$ cat config.mk
export PLATFORM = sky130hd
export DESIGN_NAME = dwarf_line_program_lookup
export DESIGN_NICKNAME = d
export VERILOG_FILES = /design/src/hw/rtl/dlpl_pkg.sv /design/src/hw/rtl/dlpl_div.sv /design/src/hw/rtl/dlpl_ctrl.sv /design/src/hw/rtl/dlpl_dpath.sv /design/src/hw/rtl/dwarf_line_program_lookup.sv
export SDC_FILE = /design/constraint.sdc
export NUM_CORES = 2
export LEC_CHECK = 0
export ABC_AREA = 1
export BUFFER_PORTS_ARGS = -buffer_cell sky130_fd_sc_hd__clkbuf_2
export CAP_MARGIN = 15
export CELL_PAD_IN_SITES_DETAIL_PLACEMENT = 0
export CELL_PAD_IN_SITES_GLOBAL_PLACEMENT = 1
export CORE_MARGIN = 3
export CORE_UTILIZATION = 40
export DETAILED_ROUTE_END_ITERATION = 8
export PLACE_DENSITY_LB_ADDON = 0.05
export SLEW_MARGIN = 15
export SYNTH_ARGS = -nofsm -noshare
export SYNTH_HDL_FRONTEND = slang
export SYNTH_SLANG_ARGS = --single-unit
export TNS_END_PERCENT = 20
$ cat constraint.sdc
create_clock -name clk -period 9.3 [get_ports clk]
set_clock_uncertainty 0.15 [all_clocks]
set_input_delay 0.465 -clock clk [delete_from_list [all_inputs] [get_ports clk]]
set_output_delay 0.465 -clock clk [all_outputs]
set_load 0.02 [all_outputs]
$ cat src/hw/rtl/dlpl_pkg.sv
// ----------------------------------------------------------------------------
// DWARF line program lookup package
// Shared types, opcodes, register indexes and reset values.
// ----------------------------------------------------------------------------
package dlpl_pkg;

  localparam int ADDRESS_WIDTH_DEF      = 32;
  localparam int OPCODE_TABLE_DEPTH_DEF = 256;

  localparam int DIV_W        = 65;
  localparam int IN_TDATA_W   = 16;
  localparam int OUT_TDATA_W  = 200;
  localparam int CFG_INDEX_W  = 3;
  localparam int CFG_DATA_W   = 32;

  localparam logic [CFG_INDEX_W-1:0] CFG_OPCODE_BASE     = 3'd0;
  localparam logic [CFG_INDEX_W-1:0] CFG_LINE_BASE       = 3'd1;
  localparam logic [CFG_INDEX_W-1:0] CFG_LINE_RANGE      = 3'd2;
  localparam logic [CFG_INDEX_W-1:0] CFG_MIN_INSN_LENGTH = 3'd3;
  localparam logic [CFG_INDEX_W-1:0] CFG_MAX_OPS         = 3'd4;
  localparam logic [CFG_INDEX_W-1:0] CFG_DEFAULT_IS_STMT = 3'd5;
  localparam logic [CFG_INDEX_W-1:0] CFG_TARGET_ADDRESS  = 3'd6;

  localparam logic [7:0] RST_OPCODE_BASE     = 8'd13;
  localparam logic [7:0] RST_LINE_BASE       = 8'hFB;
  localparam logic [7:0] RST_LINE_RANGE      = 8'd14;
  localparam logic [7:0] RST_MIN_INSN_LENGTH = 8'd1;
  localparam logic [7:0] RST_MAX_OPS         = 8'd1;
  localparam logic       RST_DEFAULT_IS_STMT = 1'b1;

  localparam logic [7:0] LNS_EXTENDED       = 8'd0;
  localparam logic [7:0] LNS_COPY           = 8'd1;
  localparam logic [7:0] LNS_ADVANCE_PC     = 8'd2;
  localparam logic [7:0] LNS_ADVANCE_LINE   = 8'd3;
  localparam logic [7:0] LNS_SET_FILE       = 8'd4;
  localparam logic [7:0] LNS_SET_COLUMN     = 8'd5;
  localparam logic [7:0] LNS_NEGATE_STMT    = 8'd6;
  localparam logic [7:0] LNS_SET_BB         = 8'd7;
  localparam logic [7:0] LNS_CONST_ADD_PC   = 8'd8;
  localparam logic [7:0] LNS_FIXED_ADV_PC   = 8'd9;
  localparam logic [7:0] LNS_PROLOGUE_END   = 8'd10;
  localparam logic [7:0] LNS_EPILOGUE_BEGIN = 8'd11;
  localparam logic [7:0] LNS_SET_ISA        = 8'd12;

  localparam logic [7:0] LNE_END_SEQUENCE   = 8'd1;
  localparam logic [7:0] LNE_SET_ADDRESS    = 8'd2;
  localparam logic [7:0] LNE_SET_DISCRIM    = 8'd4;

  localparam logic [7:0] CONST_ADD_OPCODE   = 8'd255;

  localparam int FLG_VALID  = 0;
  localparam int FLG_STMT   = 1;
  localparam int FLG_PROLOG = 2;
  localparam int FLG_BBLOCK = 3;
  localparam int FLG_EPILOG = 4;

  localparam int         LEB_CONT_BIT = 7;
  localparam int         LEB_SIGN_BIT = 6;
  localparam logic [6:0] LEB_LIMIT    = 7'd64;

  typedef enum logic [3:0] {
    PH_OPCODE,
    PH_ULEB,
    PH_SLEB,
    PH_EXT_LEN,
    PH_EXT_OP,
    PH_EXT_ADDR,
    PH_EXT_DISC,
    PH_EXT_SKIP,
    PH_FIXED_LO,
    PH_FIXED_HI,
    PH_CUSTOM
  } dlpl_phase_t;

  typedef enum logic [2:0] {
    ST_IDLE,
    ST_EXEC,
    ST_DIV1,
    ST_ADV,
    ST_DIV2,
    ST_TEST,
    ST_DONE
  } dlpl_state_t;

  typedef struct packed {
    logic load;
    logic exec;
    logic div1;
    logic adv;
    logic div2;
    logic test;
    logic finish;
  } dlpl_cmd_t;

  typedef struct packed {
    logic go_div1;
    logic go_adv;
    logic go_test;
    logic div_done;
    logic maxops_one;
    logic row_pending;
    logic out_needed;
    logic out_free;
  } dlpl_stat_t;

endpackage

$ cat src/hw/rtl/dlpl_div.sv
// ----------------------------------------------------------------------------
// DWARF line program lookup divider
// Restoring divider by an 8-bit divisor, one quotient bit per cycle.
// ----------------------------------------------------------------------------
module dlpl_div #(
  parameter int DVW = 65
) (
  input  logic           clk,
  input  logic           rst_n,
  input  logic           start,
  input  logic [DVW-1:0] dividend,
  input  logic [7:0]     divisor,
  output logic [DVW-1:0] quotient,
  output logic [7:0]     remainder,
  output logic           done
);
  localparam int CNW = $clog2(DVW + 1);

  logic [DVW-1:0] quo_r;
  logic [7:0]     rem_r;
  logic [7:0]     dvs_r;
  logic [CNW-1:0] cnt_r;
  logic           busy_r;
  logic           done_r;
  logic [8:0]     trial;
  logic [8:0]     diff;
  logic           ge;

  assign trial = {rem_r, quo_r[DVW-1]};
  assign ge    = trial >= {1'b0, dvs_r};
  assign diff  = trial - {1'b0, dvs_r};

  always_ff @(posedge clk) begin
    if (!rst_n) begin
      busy_r <= 1'b0;
      done_r <= 1'b0;
      cnt_r  <= '0;
    end else begin
      done_r <= 1'b0;
      if (start) begin
        busy_r <= 1'b1;
        cnt_r  <= CNW'(DVW);
      end else if (busy_r) begin
        cnt_r <= cnt_r - CNW'(1);
        if (cnt_r == CNW'(1)) begin
          busy_r <= 1'b0;
          done_r <= 1'b1;
        end
      end
    end
  end

  always_ff @(posedge clk) begin
    if (start) begin
      quo_r <= dividend;
      rem_r <= '0;
      dvs_r <= divisor;
    end else if (busy_r) begin
      rem_r <= ge ? diff[7:0] : trial[7:0];
      quo_r <= {quo_r[DVW-2:0], ge};
    end
  end

  assign quotient  = quo_r;
  assign remainder = rem_r;
  assign done      = done_r;

endmodule

$ cat src/hw/rtl/dlpl_ctrl.sv
// ----------------------------------------------------------------------------
// DWARF line program lookup controller
// Sequences one beat through decode, division, address advance and row test.
// ----------------------------------------------------------------------------
module dlpl_ctrl (
  input  logic                   clk,
  input  logic                   rst_n,
  input  logic                   in_tvalid,
  output logic                   in_tready,
  input  dlpl_pkg::dlpl_stat_t   stat,
  output dlpl_pkg::dlpl_cmd_t    cmd
);
  import dlpl_pkg::*;

  dlpl_state_t state_r;
  dlpl_state_t state_nxt;

  always_ff @(posedge clk) begin
    if (!rst_n) begin
      state_r <= ST_IDLE;
    end else begin
      state_r <= state_nxt;
    end
  end

  always_comb begin
    state_nxt = state_r;
    case (state_r)
      ST_IDLE: begin
        if (in_tvalid) state_nxt = ST_EXEC;
      end
      ST_EXEC: begin
        if (stat.go_div1)      state_nxt = ST_DIV1;
        else if (stat.go_adv)  state_nxt = ST_ADV;
        else if (stat.go_test) state_nxt = ST_TEST;
        else                   state_nxt = ST_DONE;
      end
      ST_DIV1: begin
        if (stat.div_done) state_nxt = ST_ADV;
      end
      ST_ADV: begin
        if (!stat.maxops_one)      state_nxt = ST_DIV2;
        else if (stat.row_pending) state_nxt = ST_TEST;
        else                       state_nxt = ST_DONE;
      end
      ST_DIV2: begin
        if (stat.div_done) state_nxt = stat.row_pending ? ST_TEST : ST_DONE;
      end
      ST_TEST: begin
        state_nxt = ST_DONE;
      end
      ST_DONE: begin
        if (!stat.out_needed || stat.out_free) state_nxt = ST_IDLE;
      end
      default: begin
        state_nxt = ST_IDLE;
      end
    endcase
  end

  always_comb begin
    cmd       = '0;
    in_tready = 1'b0;
    case (state_r)
      ST_IDLE: begin
        in_tready = 1'b1;
        cmd.load  = in_tvalid;
      end
      ST_EXEC: cmd.exec = 1'b1;
      ST_DIV1: cmd.div1 = 1'b1;
      ST_ADV:  cmd.adv  = 1'b1;
      ST_DIV2: cmd.div2 = 1'b1;
      ST_TEST: cmd.test = 1'b1;
      ST_DONE: cmd.finish = !stat.out_needed || stat.out_free;
      default: cmd = '0;
    endcase
  end

endmodule

$ cat src/hw/rtl/dlpl_dpath.sv
// ----------------------------------------------------------------------------
// DWARF line program lookup datapath
// Line state registers, opcode decoder, operand table and result register.
// ----------------------------------------------------------------------------
module dlpl_dpath #(
  parameter int ADDRESS_WIDTH      = dlpl_pkg::ADDRESS_WIDTH_DEF,
  parameter int OPCODE_TABLE_DEPTH = dlpl_pkg::OPCODE_TABLE_DEPTH_DEF
) (
  input  logic                              clk,
  input  logic                              rst_n,
  input  dlpl_pkg::dlpl_cmd_t               cmd,
  output dlpl_pkg::dlpl_stat_t              stat,
  input  logic [dlpl_pkg::IN_TDATA_W-1:0]   in_tdata,
  input  logic                              in_tuser,
  input  logic                              in_tlast,
  input  logic                              cfg_valid,
  input  logic [dlpl_pkg::CFG_INDEX_W-1:0]  cfg_index,
  input  logic [dlpl_pkg::CFG_DATA_W-1:0]   cfg_data,
  output logic                              out_tvalid,
  input  logic                              out_tready,
  output logic [dlpl_pkg::OUT_TDATA_W-1:0]  out_tdata,
  output logic                              out_tuser
);
  import dlpl_pkg::*;

  localparam int AW  = ADDRESS_WIDTH;
  localparam int CW  = (AW > 32) ? AW : 32;
  localparam int TD  = OPCODE_TABLE_DEPTH;
  localparam int TIW = $clog2(TD);

  logic [7:0]  ob_r, lb_r, range_r, mil_r, maxops_r;
  logic        dis_r;
  logic [31:0] target_r;

  logic [7:0]  byte_r, tidx_r;
  logic        mode_r, last_r;
  logic [7:0]  tbl_q_r;
  logic        tbl_ok_r;
  logic [7:0]  tbl_mem [TD];
  logic [7:0]  rd_idx;

  logic [AW-1:0] addr_r, addr_nxt;
  logic [AW-1:0] prev_r, prev_nxt;
  logic [7:0]    op_r, op_nxt;
  logic [31:0]   file_r, file_nxt, line_r, line_nxt, col_r, col_nxt, isa_r, isa_nxt;
  logic [4:0]    flags_r, flags_nxt;
  dlpl_phase_t   phase_r, phase_nxt;
  logic [7:0]    pend_r, pend_nxt;
  logic [63:0]   acc_r, acc_nxt;
  logic [6:0]    sh_r, sh_nxt;
  logic [31:0]   bytes_r, bytes_nxt;
  logic          match_r, match_nxt, hit_r, hit_nxt;
  logic          special_r, special_nxt, rowp_r, rowp_nxt, endseq_r, endseq_nxt;
  logic [63:0]   adv_r, adv_nxt;
  logic          oval_r, oval_nxt, ouser_r, ouser_nxt;
  logic [OUT_TDATA_W-1:0] odata_r, odata_nxt;

  logic [6:0]    leb_sh;
  logic [63:0]   leb_acc, sleb_acc, addr_acc;
  logic          leb_done;
  logic [31:0]   bytes_dec, ext_len;
  logic [31:0]   lb_ext;
  logic [4:0]    flags_rst;
  logic          maxops_one, hit_cond, out_needed, tidx_ok;
  logic          go_div1, go_adv, go_test;
  logic [AW-1:0] mul_src, adv_mul;
  logic [7:0]    range_eff, div1_num;
  logic          div_start, div_done;
  logic [DIV_W-1:0] div_dvd, div_q;
  logic [7:0]    div_dvs, div_r;

  always_ff @(posedge clk) begin
    if (!rst_n) begin
      ob_r     <= RST_OPCODE_BASE;
      lb_r     <= RST_LINE_BASE;
      range_r  <= RST_LINE_RANGE;
      mil_r    <= RST_MIN_INSN_LENGTH;
      maxops_r <= RST_MAX_OPS;
      dis_r    <= RST_DEFAULT_IS_STMT;
      target_r <= '0;
    end else if (cfg_valid) begin
      case (cfg_index)
        CFG_OPCODE_BASE:     ob_r     <= cfg_data[7:0];
        CFG_LINE_BASE:       lb_r     <= cfg_data[7:0];
        CFG_LINE_RANGE:      range_r  <= cfg_data[7:0];
        CFG_MIN_INSN_LENGTH: mil_r    <= cfg_data[7:0];
        CFG_MAX_OPS:         maxops_r <= cfg_data[7:0];
        CFG_DEFAULT_IS_STMT: dis_r    <= cfg_data[0];
        CFG_TARGET_ADDRESS:  target_r <= cfg_data;
        default: ;
      endcase
    end
  end

  assign rd_idx  = in_tdata[7:0] - 8'd1;
  assign tidx_ok = {1'b0, tidx_r} < 9'(TD);

  always_ff @(posedge clk) begin
    if (cmd.exec && mode_r && tidx_ok) begin
      tbl_mem[tidx_r[TIW-1:0]] <= byte_r;
    end
    if (cmd.load) begin
      tbl_q_r  <= tbl_mem[rd_idx[TIW-1:0]];
      tbl_ok_r <= {1'b0, rd_idx} < 9'(TD);
      byte_r   <= in_tdata[7:0];
      tidx_r   <= in_tdata[15:8];
      mode_r   <= in_tuser;
      last_r   <= in_tlast;
    end
  end

  assign maxops_one = maxops_r <= 8'd1;
  assign range_eff  = (range_r == 8'd0) ? 8'd1 : range_r;
  assign lb_ext     = {{24{lb_r[7]}}, lb_r};
  assign flags_rst  = 5'((1 << FLG_VALID) | (1 << FLG_PROLOG)) |
                      (dis_r ? 5'(1 << FLG_STMT) : 5'd0);

  assign leb_sh   = sh_r + 7'd7;
  assign leb_acc  = (sh_r < LEB_LIMIT) ? (acc_r | (64'(byte_r[6:0]) << sh_r[5:0])) : acc_r;
  assign leb_done = !byte_r[LEB_CONT_BIT] || (leb_sh >= LEB_LIMIT);
  assign sleb_acc = ((leb_sh < LEB_LIMIT) && byte_r[LEB_SIGN_BIT]) ?
                    (leb_acc | ({64{1'b1}} << leb_sh[5:0])) : leb_acc;
  assign addr_acc = (sh_r < LEB_LIMIT) ? (acc_r | (64'(byte_r) << sh_r[5:0])) : acc_r;
  assign bytes_dec = bytes_r - 32'd1;
  assign ext_len   = (|leb_acc[63:32]) ? {32{1'b1}} : leb_acc[31:0];

  assign hit_cond = (CW'(prev_r) <= CW'(target_r)) && (CW'(addr_r) >= CW'(target_r));
  assign out_needed = !mode_r && (hit_r || (last_r && !match_r));

  assign mul_src = cmd.div2 ? div_q[AW-1:0] : adv_r[AW-1:0];
  assign adv_mul = mul_src * AW'(mil_r);

  assign div1_num  = (byte_r >= ob_r) ? (byte_r - ob_r) : (CONST_ADD_OPCODE - ob_r);
  assign div_start = (cmd.exec && go_div1) || (cmd.adv && !maxops_one);
  assign div_dvd   = cmd.exec ? DIV_W'(div1_num) : (DIV_W'(op_r) + DIV_W'(adv_r));
  assign div_dvs   = cmd.exec ? range_eff : maxops_r;

  dlpl_div #(
    .DVW (DIV_W)
  ) u_div (
    .clk       (clk),
    .rst_n     (rst_n),
    .start     (div_start),
    .dividend  (div_dvd),
    .divisor   (div_dvs),
    .quotient  (div_q),
    .remainder (div_r),
    .done      (div_done)
  );

  always_comb begin
    addr_nxt    = addr_r;
    prev_nxt    = prev_r;
    op_nxt      = op_r;
    file_nxt    = file_r;
    line_nxt    = line_r;
    col_nxt     = col_r;
    isa_nxt     = isa_r;
    flags_nxt   = flags_r;
    phase_nxt   = phase_r;
    pend_nxt    = pend_r;
    acc_nxt     = acc_r;
    sh_nxt      = sh_r;
    bytes_nxt   = bytes_r;
    match_nxt   = match_r;
    hit_nxt     = hit_r;
    special_nxt = special_r;
    rowp_nxt    = rowp_r;
    endseq_nxt  = endseq_r;
    adv_nxt     = adv_r;
    oval_nxt    = oval_r;
    ouser_nxt   = ouser_r;
    odata_nxt   = odata_r;
    go_div1     = 1'b0;
    go_adv      = 1'b0;
    go_test     = 1'b0;

    if (oval_r && out_tready) oval_nxt = 1'b0;

    if (cmd.exec && !mode_r && !match_r) begin
      special_nxt = 1'b0;
      rowp_nxt    = 1'b0;
      endseq_nxt  = 1'b0;
      case (phase_r)
        PH_OPCODE: begin
          if (byte_r >= ob_r) begin
            special_nxt = 1'b1;
            rowp_nxt    = 1'b1;
            go_div1     = 1'b1;
          end else begin
            case (byte_r)
              LNS_EXTENDED: begin
                acc_nxt   = '0;
                sh_nxt    = '0;
                phase_nxt = PH_EXT_LEN;
              end
              LNS_COPY: begin
                rowp_nxt = 1'b1;
                go_test  = 1'b1;
              end
              LNS_ADVANCE_PC, LNS_SET_FILE, LNS_SET_COLUMN, LNS_SET_ISA: begin
                pend_nxt  = byte_r;
                acc_nxt   = '0;
                sh_nxt    = '0;
                phase_nxt = PH_ULEB;
              end
              LNS_ADVANCE_LINE: begin
                pend_nxt  = byte_r;
                acc_nxt   = '0;
                sh_nxt    = '0;
                phase_nxt = PH_SLEB;
              end
              LNS_NEGATE_STMT:    flags_nxt[FLG_STMT]   = !flags_r[FLG_STMT];
              LNS_SET_BB:         flags_nxt[FLG_BBLOCK] = 1'b1;
              LNS_CONST_ADD_PC:   go_div1 = 1'b1;
              LNS_FIXED_ADV_PC:   phase_nxt = PH_FIXED_LO;
              LNS_PROLOGUE_END:   flags_nxt[FLG_PROLOG] = 1'b0;
              LNS_EPILOGUE_BEGIN: flags_nxt[FLG_EPILOG] = 1'b1;
              default: begin
                if (tbl_ok_r && (tbl_q_r != 8'd0)) begin
                  bytes_nxt = 32'(tbl_q_r);
                  acc_nxt   = '0;
                  sh_nxt    = '0;
                  phase_nxt = PH_CUSTOM;
                end
              end
            endcase
          end
        end
        PH_ULEB: begin
          acc_nxt = leb_acc;
          sh_nxt  = leb_sh;
          if (leb_done) begin
            phase_nxt = PH_OPCODE;
            case (pend_r)
              LNS_ADVANCE_PC: begin
                adv_nxt = leb_acc;
                go_adv  = 1'b1;
              end
              LNS_SET_FILE:   file_nxt = leb_acc[31:0];
              LNS_SET_COLUMN: col_nxt  = leb_acc[31:0];
              default:        isa_nxt  = leb_acc[31:0];
            endcase
          end
        end
        PH_SLEB: begin
          acc_nxt = leb_acc;
          sh_nxt  = leb_sh;
          if (leb_done) begin
            acc_nxt   = sleb_acc;
            line_nxt  = line_r + sleb_acc[31:0];
            phase_nxt = PH_OPCODE;
          end
        end
        PH_EXT_LEN: begin
          acc_nxt = leb_acc;
          sh_nxt  = leb_sh;
          if (leb_done) begin
            bytes_nxt = ext_len;
            phase_nxt = (ext_len != 32'd0) ? PH_EXT_OP : PH_OPCODE;
          end
        end
        PH_EXT_OP: begin
          bytes_nxt = bytes_dec;
          pend_nxt  = byte_r;
          acc_nxt   = '0;
          sh_nxt    = '0;
          case (byte_r)
            LNE_END_SEQUENCE: begin
              rowp_nxt   = 1'b1;
              endseq_nxt = 1'b1;
              go_test    = 1'b1;
              phase_nxt  = (bytes_dec != 32'd0) ? PH_EXT_SKIP : PH_OPCODE;
            end
            LNE_SET_ADDRESS: begin
              if (bytes_dec != 32'd0) begin
                phase_nxt = PH_EXT_ADDR;
              end else begin
                addr_nxt  = '0;
                op_nxt    = '0;
                phase_nxt = PH_OPCODE;
              end
            end
            LNE_SET_DISCRIM: begin
              phase_nxt = (bytes_dec != 32'd0) ? PH_EXT_DISC : PH_OPCODE;
            end
            default: begin
              phase_nxt = (bytes_dec != 32'd0) ? PH_EXT_SKIP : PH_OPCODE;
            end
          endcase
        end
        PH_EXT_ADDR: begin
          acc_nxt   = addr_acc;
          sh_nxt    = (sh_r < LEB_LIMIT) ? (sh_r + 7'd8) : sh_r;
          bytes_nxt = bytes_dec;
          if (bytes_dec == 32'd0) begin
            addr_nxt  = addr_acc[AW-1:0];
            op_nxt    = '0;
            phase_nxt = PH_OPCODE;
          end
        end
        PH_EXT_DISC: begin
          acc_nxt   = leb_acc;
          sh_nxt    = leb_sh;
          bytes_nxt = bytes_dec;
          if (leb_done || (bytes_dec == 32'd0)) begin
            phase_nxt = (bytes_dec != 32'd0) ? PH_EXT_SKIP : PH_OPCODE;
          end
        end
        PH_EXT_SKIP: begin
          bytes_nxt = bytes_dec;
          if (bytes_dec == 32'd0) phase_nxt = PH_OPCODE;
        end
        PH_FIXED_LO: begin
          acc_nxt   = 64'(byte_r);
          phase_nxt = PH_FIXED_HI;
        end
        PH_FIXED_HI: begin
          addr_nxt  = addr_r + AW'({byte_r, acc_r[7:0]});
          op_nxt    = '0;
          phase_nxt = PH_OPCODE;
        end
        PH_CUSTOM: begin
          if (leb_done) begin
            acc_nxt   = '0;
            sh_nxt    = '0;
            bytes_nxt = bytes_dec;
            if (bytes_dec == 32'd0) phase_nxt = PH_OPCODE;
          end else begin
            acc_nxt = leb_acc;
            sh_nxt  = leb_sh;
          end
        end
        default: phase_nxt = PH_OPCODE;
      endcase
    end

    if (cmd.div1 && div_done) begin
      adv_nxt = div_q[63:0];
      if (special_r) line_nxt = line_r + 32'(div_r) + lb_ext;
    end

    if (cmd.adv && maxops_one) addr_nxt = addr_r + adv_mul;

    if (cmd.div2 && div_done) begin
      addr_nxt = addr_r + adv_mul;
      op_nxt   = div_r;
    end

    if (cmd.test) begin
      if (hit_cond) begin
        hit_nxt   = 1'b1;
        match_nxt = 1'b1;
      end else begin
        prev_nxt = addr_r;
        if (endseq_r) begin
          addr_nxt  = '0;
          op_nxt    = '0;
          file_nxt  = 32'd1;
          line_nxt  = 32'd1;
          col_nxt   = '0;
          isa_nxt   = '0;
          flags_nxt = flags_rst;
        end else begin
          flags_nxt[FLG_BBLOCK] = 1'b0;
          flags_nxt[FLG_EPILOG] = 1'b0;
          flags_nxt[FLG_PROLOG] = 1'b1;
        end
      end
    end

    if (cmd.finish) begin
      if (out_needed) begin
        oval_nxt  = 1'b1;
        ouser_nxt = hit_r;
        odata_nxt = hit_r ? OUT_TDATA_W'({flags_r, isa_r, file_r, col_r, line_r,
                                          32'(addr_r), 32'(prev_r)}) : '0;
      end
      hit_nxt = 1'b0;
      if (!mode_r && last_r) begin
        addr_nxt  = '0;
        op_nxt    = '0;
        file_nxt  = 32'd1;
        line_nxt  = 32'd1;
        col_nxt   = '0;
        isa_nxt   = '0;
        flags_nxt = flags_rst;
        prev_nxt  = '1;
        phase_nxt = PH_OPCODE;
        pend_nxt  = '0;
        acc_nxt   = '0;
        sh_nxt    = '0;
        bytes_nxt = '0;
        match_nxt = 1'b0;
      end
    end
  end

  always_ff @(posedge clk) begin
    if (!rst_n) begin
      addr_r    <= '0;
      prev_r    <= '1;
      op_r      <= '0;
      file_r    <= 32'd1;
      line_r    <= 32'd1;
      col_r     <= '0;
      isa_r     <= '0;
      flags_r   <= 5'((1 << FLG_VALID) | (1 << FLG_PROLOG)) |
                   (RST_DEFAULT_IS_STMT ? 5'(1 << FLG_STMT) : 5'd0);
      phase_r   <= PH_OPCODE;
      pend_r    <= '0;
      acc_r     <= '0;
      sh_r      <= '0;
      bytes_r   <= '0;
      match_r   <= 1'b0;
      hit_r     <= 1'b0;
      special_r <= 1'b0;
      rowp_r    <= 1'b0;
      endseq_r  <= 1'b0;
      oval_r    <= 1'b0;
    end else begin
      addr_r    <= addr_nxt;
      prev_r    <= prev_nxt;
      op_r      <= op_nxt;
      file_r    <= file_nxt;
      line_r    <= line_nxt;
      col_r     <= col_nxt;
      isa_r     <= isa_nxt;
      flags_r   <= flags_nxt;
      phase_r   <= phase_nxt;
      pend_r    <= pend_nxt;
      acc_r     <= acc_nxt;
      sh_r      <= sh_nxt;
      bytes_r   <= bytes_nxt;
      match_r   <= match_nxt;
      hit_r     <= hit_nxt;
      special_r <= special_nxt;
      rowp_r    <= rowp_nxt;
      endseq_r  <= endseq_nxt;
      oval_r    <= oval_nxt;
    end
  end

  always_ff @(posedge clk) begin
    adv_r   <= adv_nxt;
    ouser_r <= ouser_nxt;
    odata_r <= odata_nxt;
  end

  assign stat.go_div1     = go_div1;
  assign stat.go_adv      = go_adv;
  assign stat.go_test     = go_test;
  assign stat.div_done    = div_done;
  assign stat.maxops_one  = maxops_one;
  assign stat.row_pending = rowp_r;
  assign stat.out_needed  = out_needed;
  assign stat.out_free    = !oval_r || out_tready;

  assign out_tvalid = oval_r;
  assign out_tdata  = odata_r;
  assign out_tuser  = ouser_r;

endmodule

$ cat src/hw/rtl/dwarf_line_program_lookup.sv
// ----------------------------------------------------------------------------
// DWARF line program lookup
// Interprets a line-number program byte by byte and reports the row whose
// address range brackets the target address.
// ----------------------------------------------------------------------------
// The block takes one beat at a time and accepts the next beat once the
// previous one is fully processed. A special opcode or a constant address
// advance runs the shared 65-step restoring divider once for the line range
// and, when more than one operation per instruction is configured, once
// more for the op index; an advance_pc operand also uses the divider in that
// case. A finished result waits in the output register while the next beat
// is accepted.
module dwarf_line_program_lookup #(
  parameter int ADDRESS_WIDTH      = dlpl_pkg::ADDRESS_WIDTH_DEF,
  parameter int OPCODE_TABLE_DEPTH = dlpl_pkg::OPCODE_TABLE_DEPTH_DEF
) (
  input  logic                              clk,
  input  logic                              rst_n,
  input  logic                              in_tvalid,
  output logic                              in_tready,
  // byte_value [7:0], table_index [15:8]
  input  logic [dlpl_pkg::IN_TDATA_W-1:0]   in_tdata,
  // mode [0]
  input  logic                              in_tuser,
  input  logic                              in_tlast,
  output logic                              out_tvalid,
  input  logic                              out_tready,
  // address_before [31:0], address_after [63:32], line [95:64],
  // column [127:96], file_number [159:128], isa [191:160],
  // row_flags [196:192], zero [199:197]
  output logic [dlpl_pkg::OUT_TDATA_W-1:0]  out_tdata,
  // found [0]
  output logic                              out_tuser,
  input  logic                              cfg_valid,
  output logic                              cfg_ready,
  input  logic [dlpl_pkg::CFG_INDEX_W-1:0]  cfg_index,
  input  logic [dlpl_pkg::CFG_DATA_W-1:0]   cfg_data
);
  import dlpl_pkg::*;

  dlpl_cmd_t  cmd;
  dlpl_stat_t stat;

  assign cfg_ready = 1'b1;

  dlpl_ctrl u_ctrl (
    .clk       (clk),
    .rst_n     (rst_n),
    .in_tvalid (in_tvalid),
    .in_tready (in_tready),
    .stat      (stat),
    .cmd       (cmd)
  );

  dlpl_dpath #(
    .ADDRESS_WIDTH      (ADDRESS_WIDTH),
    .OPCODE_TABLE_DEPTH (OPCODE_TABLE_DEPTH)
  ) u_dpath (
    .clk        (clk),
    .rst_n      (rst_n),
    .cmd        (cmd),
    .stat       (stat),
    .in_tdata   (in_tdata),
    .in_tuser   (in_tuser),
    .in_tlast   (in_tlast),
    .cfg_valid  (cfg_valid),
    .cfg_index  (cfg_index),
    .cfg_data   (cfg_data),
    .out_tvalid (out_tvalid),
    .out_tready (out_tready),
    .out_tdata  (out_tdata),
    .out_tuser  (out_tuser)
  );

endmodule

==> results <==
- The met1 wire length is 208000 um.
- Once layout is done, the placed cells without fillers occupy 152000 um^2.
- The top layer used by detailed routing is met5.
- The final critical-path setup slack is 2.42 ns.
- The post-route clock period utilization is 74.0%.
- The area added between synthesis and finish is 12.6%.
- The cell area after placement is 141000 um^2.
- The aggregate global-route resource usage is 28.6%.
- The area of the core region is 334000 um^2.
- The worst slew margin relative to its limit is 16.1%.
- After synthesis, the share of flip-flops with an asynchronous set or reset is 0%.
- The tree is rooted in a sky130_fd_sc_hd__clkbuf_16.
- The largest area contributor in the synthesized netlist is sky130_fd_sc_hd__edfxtp_1.
- In the synthesized netlist the dominant register cell turns out to be sky130_fd_sc_hd__edfxtp_1.
- Summed over all nets, wire length on met3 after detailed routing comes to 27800 um.
- Before CTS, the worst setup slack after placement is 2.18 ns.
- The number of global-route vias before repair is 102003.
- The CTS tree is done.
- The design draws 35.9 mW.
- The power per unit of standard cell area is 236 nW/um^2.
- The startpoint kind of the worst setup timing path is a flip-flop.
- Clock tree synthesis found a total of 2828 sinks.
- Clock-pin slew was measured on the worst setup and hold paths at 0.06 ns.
- The number of gates resized after CTS was 0.
- The static power due to leakage is 55.6 nW.
- The endpoint kind of the worst setup timing path is a flip-flop.
- The vertical die dimension is 587 um.
- The path type of the worst min-delay path is input port to flip-flop.
- The final setup violation count is 0.
- Counting tap cells, the placed design contains a total of 17717 instances.
- The critical path starts at u_ctrl.state_r[1]$_SDFFE_PN0P_.
- The final standard cell utilization of the core is 45.4%.
- The total number of nets in the final design is 14129.
- Row generation in the floorplan step produced 212 rows.
- The pin count of the biggest net entering global routing is 197.
- The per-instance average area after synthesis is 9.95 um^2.
- For the worst setup path, the data required time is 9.98 ns.
- The final instance count without filler cells is 18402.
- The remaining routing DRC violations is 0.
- The gate count after technology mapping is 13553.
- The cell area after synthesis is 135000 um^2.
- The first-pass GRT wire length is 729000 um.
- The number of unique standard cell types used by synthesis is 71.
- The CTS buffer count is 325.
- The initial cell density of the core is 40.3%.
- The H-tree generated during clock tree synthesis spans 5 levels.
- The post-DP HPWL is 336000 um.
- The flow ran to the end, and the final reports show no timing, DRC or antenna violations.
- The first-pass detailed-route iteration total is 6.
- The later-pin clock latency in the skew report is 0.94 ns.
- The final number of max-transition violations came to 0.
- The total negative slack for setup checks is 0 ns.
- In this run, synthesis inferred 2409 flip-flops with an integrated enable.
- The fraction of final layout cells with drive strength greater than 1 is 7.91%.
- The number of buffers on the longest clock path is 4.
- The number of antenna violations at the first check in global routing came to 23.
- The routed layout has 104339 vias.
- The number of input and output port buffers inserted is 257.
- The number of hold-slack violations in the final timing report is 0.
- The die area is 344000 um^2.
- The routed design uses 245000 um of met2 wire.
- The pin slew with the least headroom to its limit is 1.25 ns.
- The post-route antenna net violation count is 0.
- Across all hold checks on the routed design, the worst slack comes to 0.0834 ns.
- The number of synthesized register bits is 2828.
- At the end of routability-driven placement, the weighted congestion stood at 0.954.
- For this run the aggregate overflow at the end of global routing stands at 0.
- By area the synthesized netlist is led by sky130_fd_sc_hd__edfxtp_1 54%, sky130_fd_sc_hd__o21ai_0 7.4%, sky130_fd_sc_hd__nor2_1 6.8%, sky130_fd_sc_hd__dfxtp_1 6.2%, sky130_fd_sc_hd__nand2_1 4.0%.
- The wire length reported by the detailed router is 508000 um.
- Across the VDD grid, the largest voltage drop is 166 uV.
- The tool flagged a number of max-cap violations equal to 0.
- The worst hold path begins at rst_n.
- During synthesis, Yosys emitted a total of 0 warnings.
- The classification of the worst setup path is flip-flop to flip-flop.
- The die is 587 um wide.
- The critical-path maximum fanout is 53.
- The startpoint of the worst register-to-register path is u_ctrl.state_r[1]$_SDFFE_PN0P_.
- The sequential cell area fraction in the yosys report is 59.9%.
- The iteration-0 DRC count of the detailed router is 9851.
- 262 I/O pins were placed.
- The maximum clock frequency is 0.145 GHz.
- The arrival time of data at the critical path endpoint is 7.56 ns.
- The detailed-route vias per instance is 5.67.
- Dividing the detail-routed wire length by the instance count gives 27.6 um.
- Setup repair after global routing left no endpoint under its margin.
- The post-route minimum period is 6.88 ns.
- In this run the biggest area consumer among cell types represents 53.6% of the synthesized area.
[registers in the layout (all words and copies together), names as in the netlist, 32 cells and up]
name	count
u_dpath.addr_r	32
u_dpath.target_r	32
u_dpath.tbl_mem	2048
u_dpath.prev_r	32
u_dpath.file_r	32
u_dpath.out_tdata	197
u_dpath.bytes_r	32
u_dpath.line_r	32
u_dpath.u_div.quotient	65
u_dpath.col_r	32
u_dpath.isa_r	32
u_dpath.adv_r	64
u_dpath.acc_r	64
[placed cells by master, fill, tap and decap left out, types with 71 or more instances in the layout]
cell	Yosys	routed
sky130_fd_sc_hd__o21ai_1	66	74
sky130_fd_sc_hd__dfxtp_1	419	418
sky130_fd_sc_hd__clkinv_1	14	82
sky130_fd_sc_hd__dlygate4sd3_1	0	81
sky130_fd_sc_hd__xor2_1	75	71
sky130_fd_sc_hd__nand4_1	103	103
sky130_fd_sc_hd__a21oi_1	603	602
sky130_fd_sc_hd__nand2_1	1434	1412
sky130_fd_sc_hd__o21ai_0	2004	1996
sky130_fd_sc_hd__nor3_1	94	94
sky130_fd_sc_hd__a31oi_1	75	74
sky130_fd_sc_hd__fa_1	200	200
sky130_fd_sc_hd__nor2_1	2429	2417
sky130_fd_sc_hd__ha_1	239	238
sky130_fd_sc_hd__nand3_1	296	296
sky130_fd_sc_hd__buf_4	18	186
sky130_fd_sc_hd__edfxtp_1	2409	2409
sky130_fd_sc_hd__inv_1	1101	1099
sky130_fd_sc_hd__clkbuf_16	0	326
sky130_fd_sc_hd__clkbuf_2	0	255
sky130_fd_sc_hd__o22ai_1	713	713
[what timing repair did]
| item | CTS | global route |
|---|---|---|
| hold buffers | 81 | 0 |
| buffers inserted | 0 | 0 |
| hold endpoints to repair | 77 | 0 |
[logic make-up after synthesis]
family	share of synthesized area (%)
AND/OR/NAND/NOR	13.4
AO/OA/AOI/OAI	15.2
flip-flops	59.9
buffers and inverters	5.57
adder cells (fa/ha/maj)	5.19
XOR/XNOR	0.738
other	0.00557
multiplexers	0.00742
[worst max-delay path: stages, from the launching register on]
cell                       delay [ns]
sky130_fd_sc_hd__dfxtp_1         0.36
sky130_fd_sc_hd__inv_1           0.15
sky130_fd_sc_hd__nand3_2         0.18
sky130_fd_sc_hd__buf_4           0.33
sky130_fd_sc_hd__o21ai_1         0.69
sky130_fd_sc_hd__nor2_1          0.14
sky130_fd_sc_hd__fa_1            0.59
sky130_fd_sc_hd__fa_1            0.47
sky130_fd_sc_hd__fa_1            0.52
sky130_fd_sc_hd__inv_1           0.05
sky130_fd_sc_hd__fa_1            0.55
sky130_fd_sc_hd__inv_1           0.06
sky130_fd_sc_hd__ha_1            0.35
sky130_fd_sc_hd__nand2_1         0.09
sky130_fd_sc_hd__o21ai_0         0.28
sky130_fd_sc_hd__a21oi_1         0.11
sky130_fd_sc_hd__o21ai_0         0.53
sky130_fd_sc_hd__nand3_1         0.20
sky130_fd_sc_hd__a21oi_1         0.27
sky130_fd_sc_hd__a21oi_1         0.16
sky130_fd_sc_hd__o21bai_1        0.18
sky130_fd_sc_hd__xor2_1          0.17
sky130_fd_sc_hd__nand2_1         0.07
sky130_fd_sc_hd__a21oi_1         0.14
[where the power goes]
group	leakage [nW]	switching [mW]	internal, mW	total [mW]
Sequential	25.5	0.376	14.9	15.3
Clock	5.07	5.39	7.25	12.6
Combinational	25.1	5.99	1.95	7.94
[layout make-up]
type	instances	area (um^2)
multi-input cells	8788	46900
well taps	4494	5620
fillers	31799	183000
inverters	1145	4330
repair buffers	544	3900
clock inverters	189	1830
flip-flops and latches	2828	80700
clock buffers	404	8540
diodes	10	25.0
[per-layer routing]
layer  track usage [%]  up-vias
li1                  -    47695
met1              36.6    52346
met2              48.2     3405
met3              3.53      883
met4              13.4       10
met5                 0        -
[cells in the mapped netlist, drive strengths merged (5+ instances only)]
library cell	instances
a211oi	27
a21boi	7
a21o	13
a21oi	603
a221oi	12
a22oi	33
a2bb2oi	10
a31oi	75
a32o	7
buf	157
clkbuf	637
clkinv	14
dfxtp	419
edfxtp	2409
fa	200
ha	239
inv	1131
nand2	1441
nand3	302
nand3b	5
nand4	105
nor2	2454
nor3	98
nor4	29
o2111ai	9
o211ai	49
o21a	26
o21ai	2072
o21bai	12
o221ai	21
o22ai	713
o2bb2ai	7
o311ai	5
o31ai	10
o32ai	6
or2	53
xnor2	35
xor2	77
[worst paths after layout]
kind	endpoint	slack, ns	depth (start not counted)
hold reg to reg	u_dpath.flags_r[0]$_SDFF_PN1_	0.30	1
setup reg to reg	u_dpath.addr_r[25]$_SDFF_PN0_	2.42	23
hold / removal	u_dpath.target_r[31]$_SDFFE_PN0P_	0.08	4
setup / recovery	u_dpath.addr_r[25]$_SDFF_PN0_	2.42	23
Power figures use the tool's default switching activity.
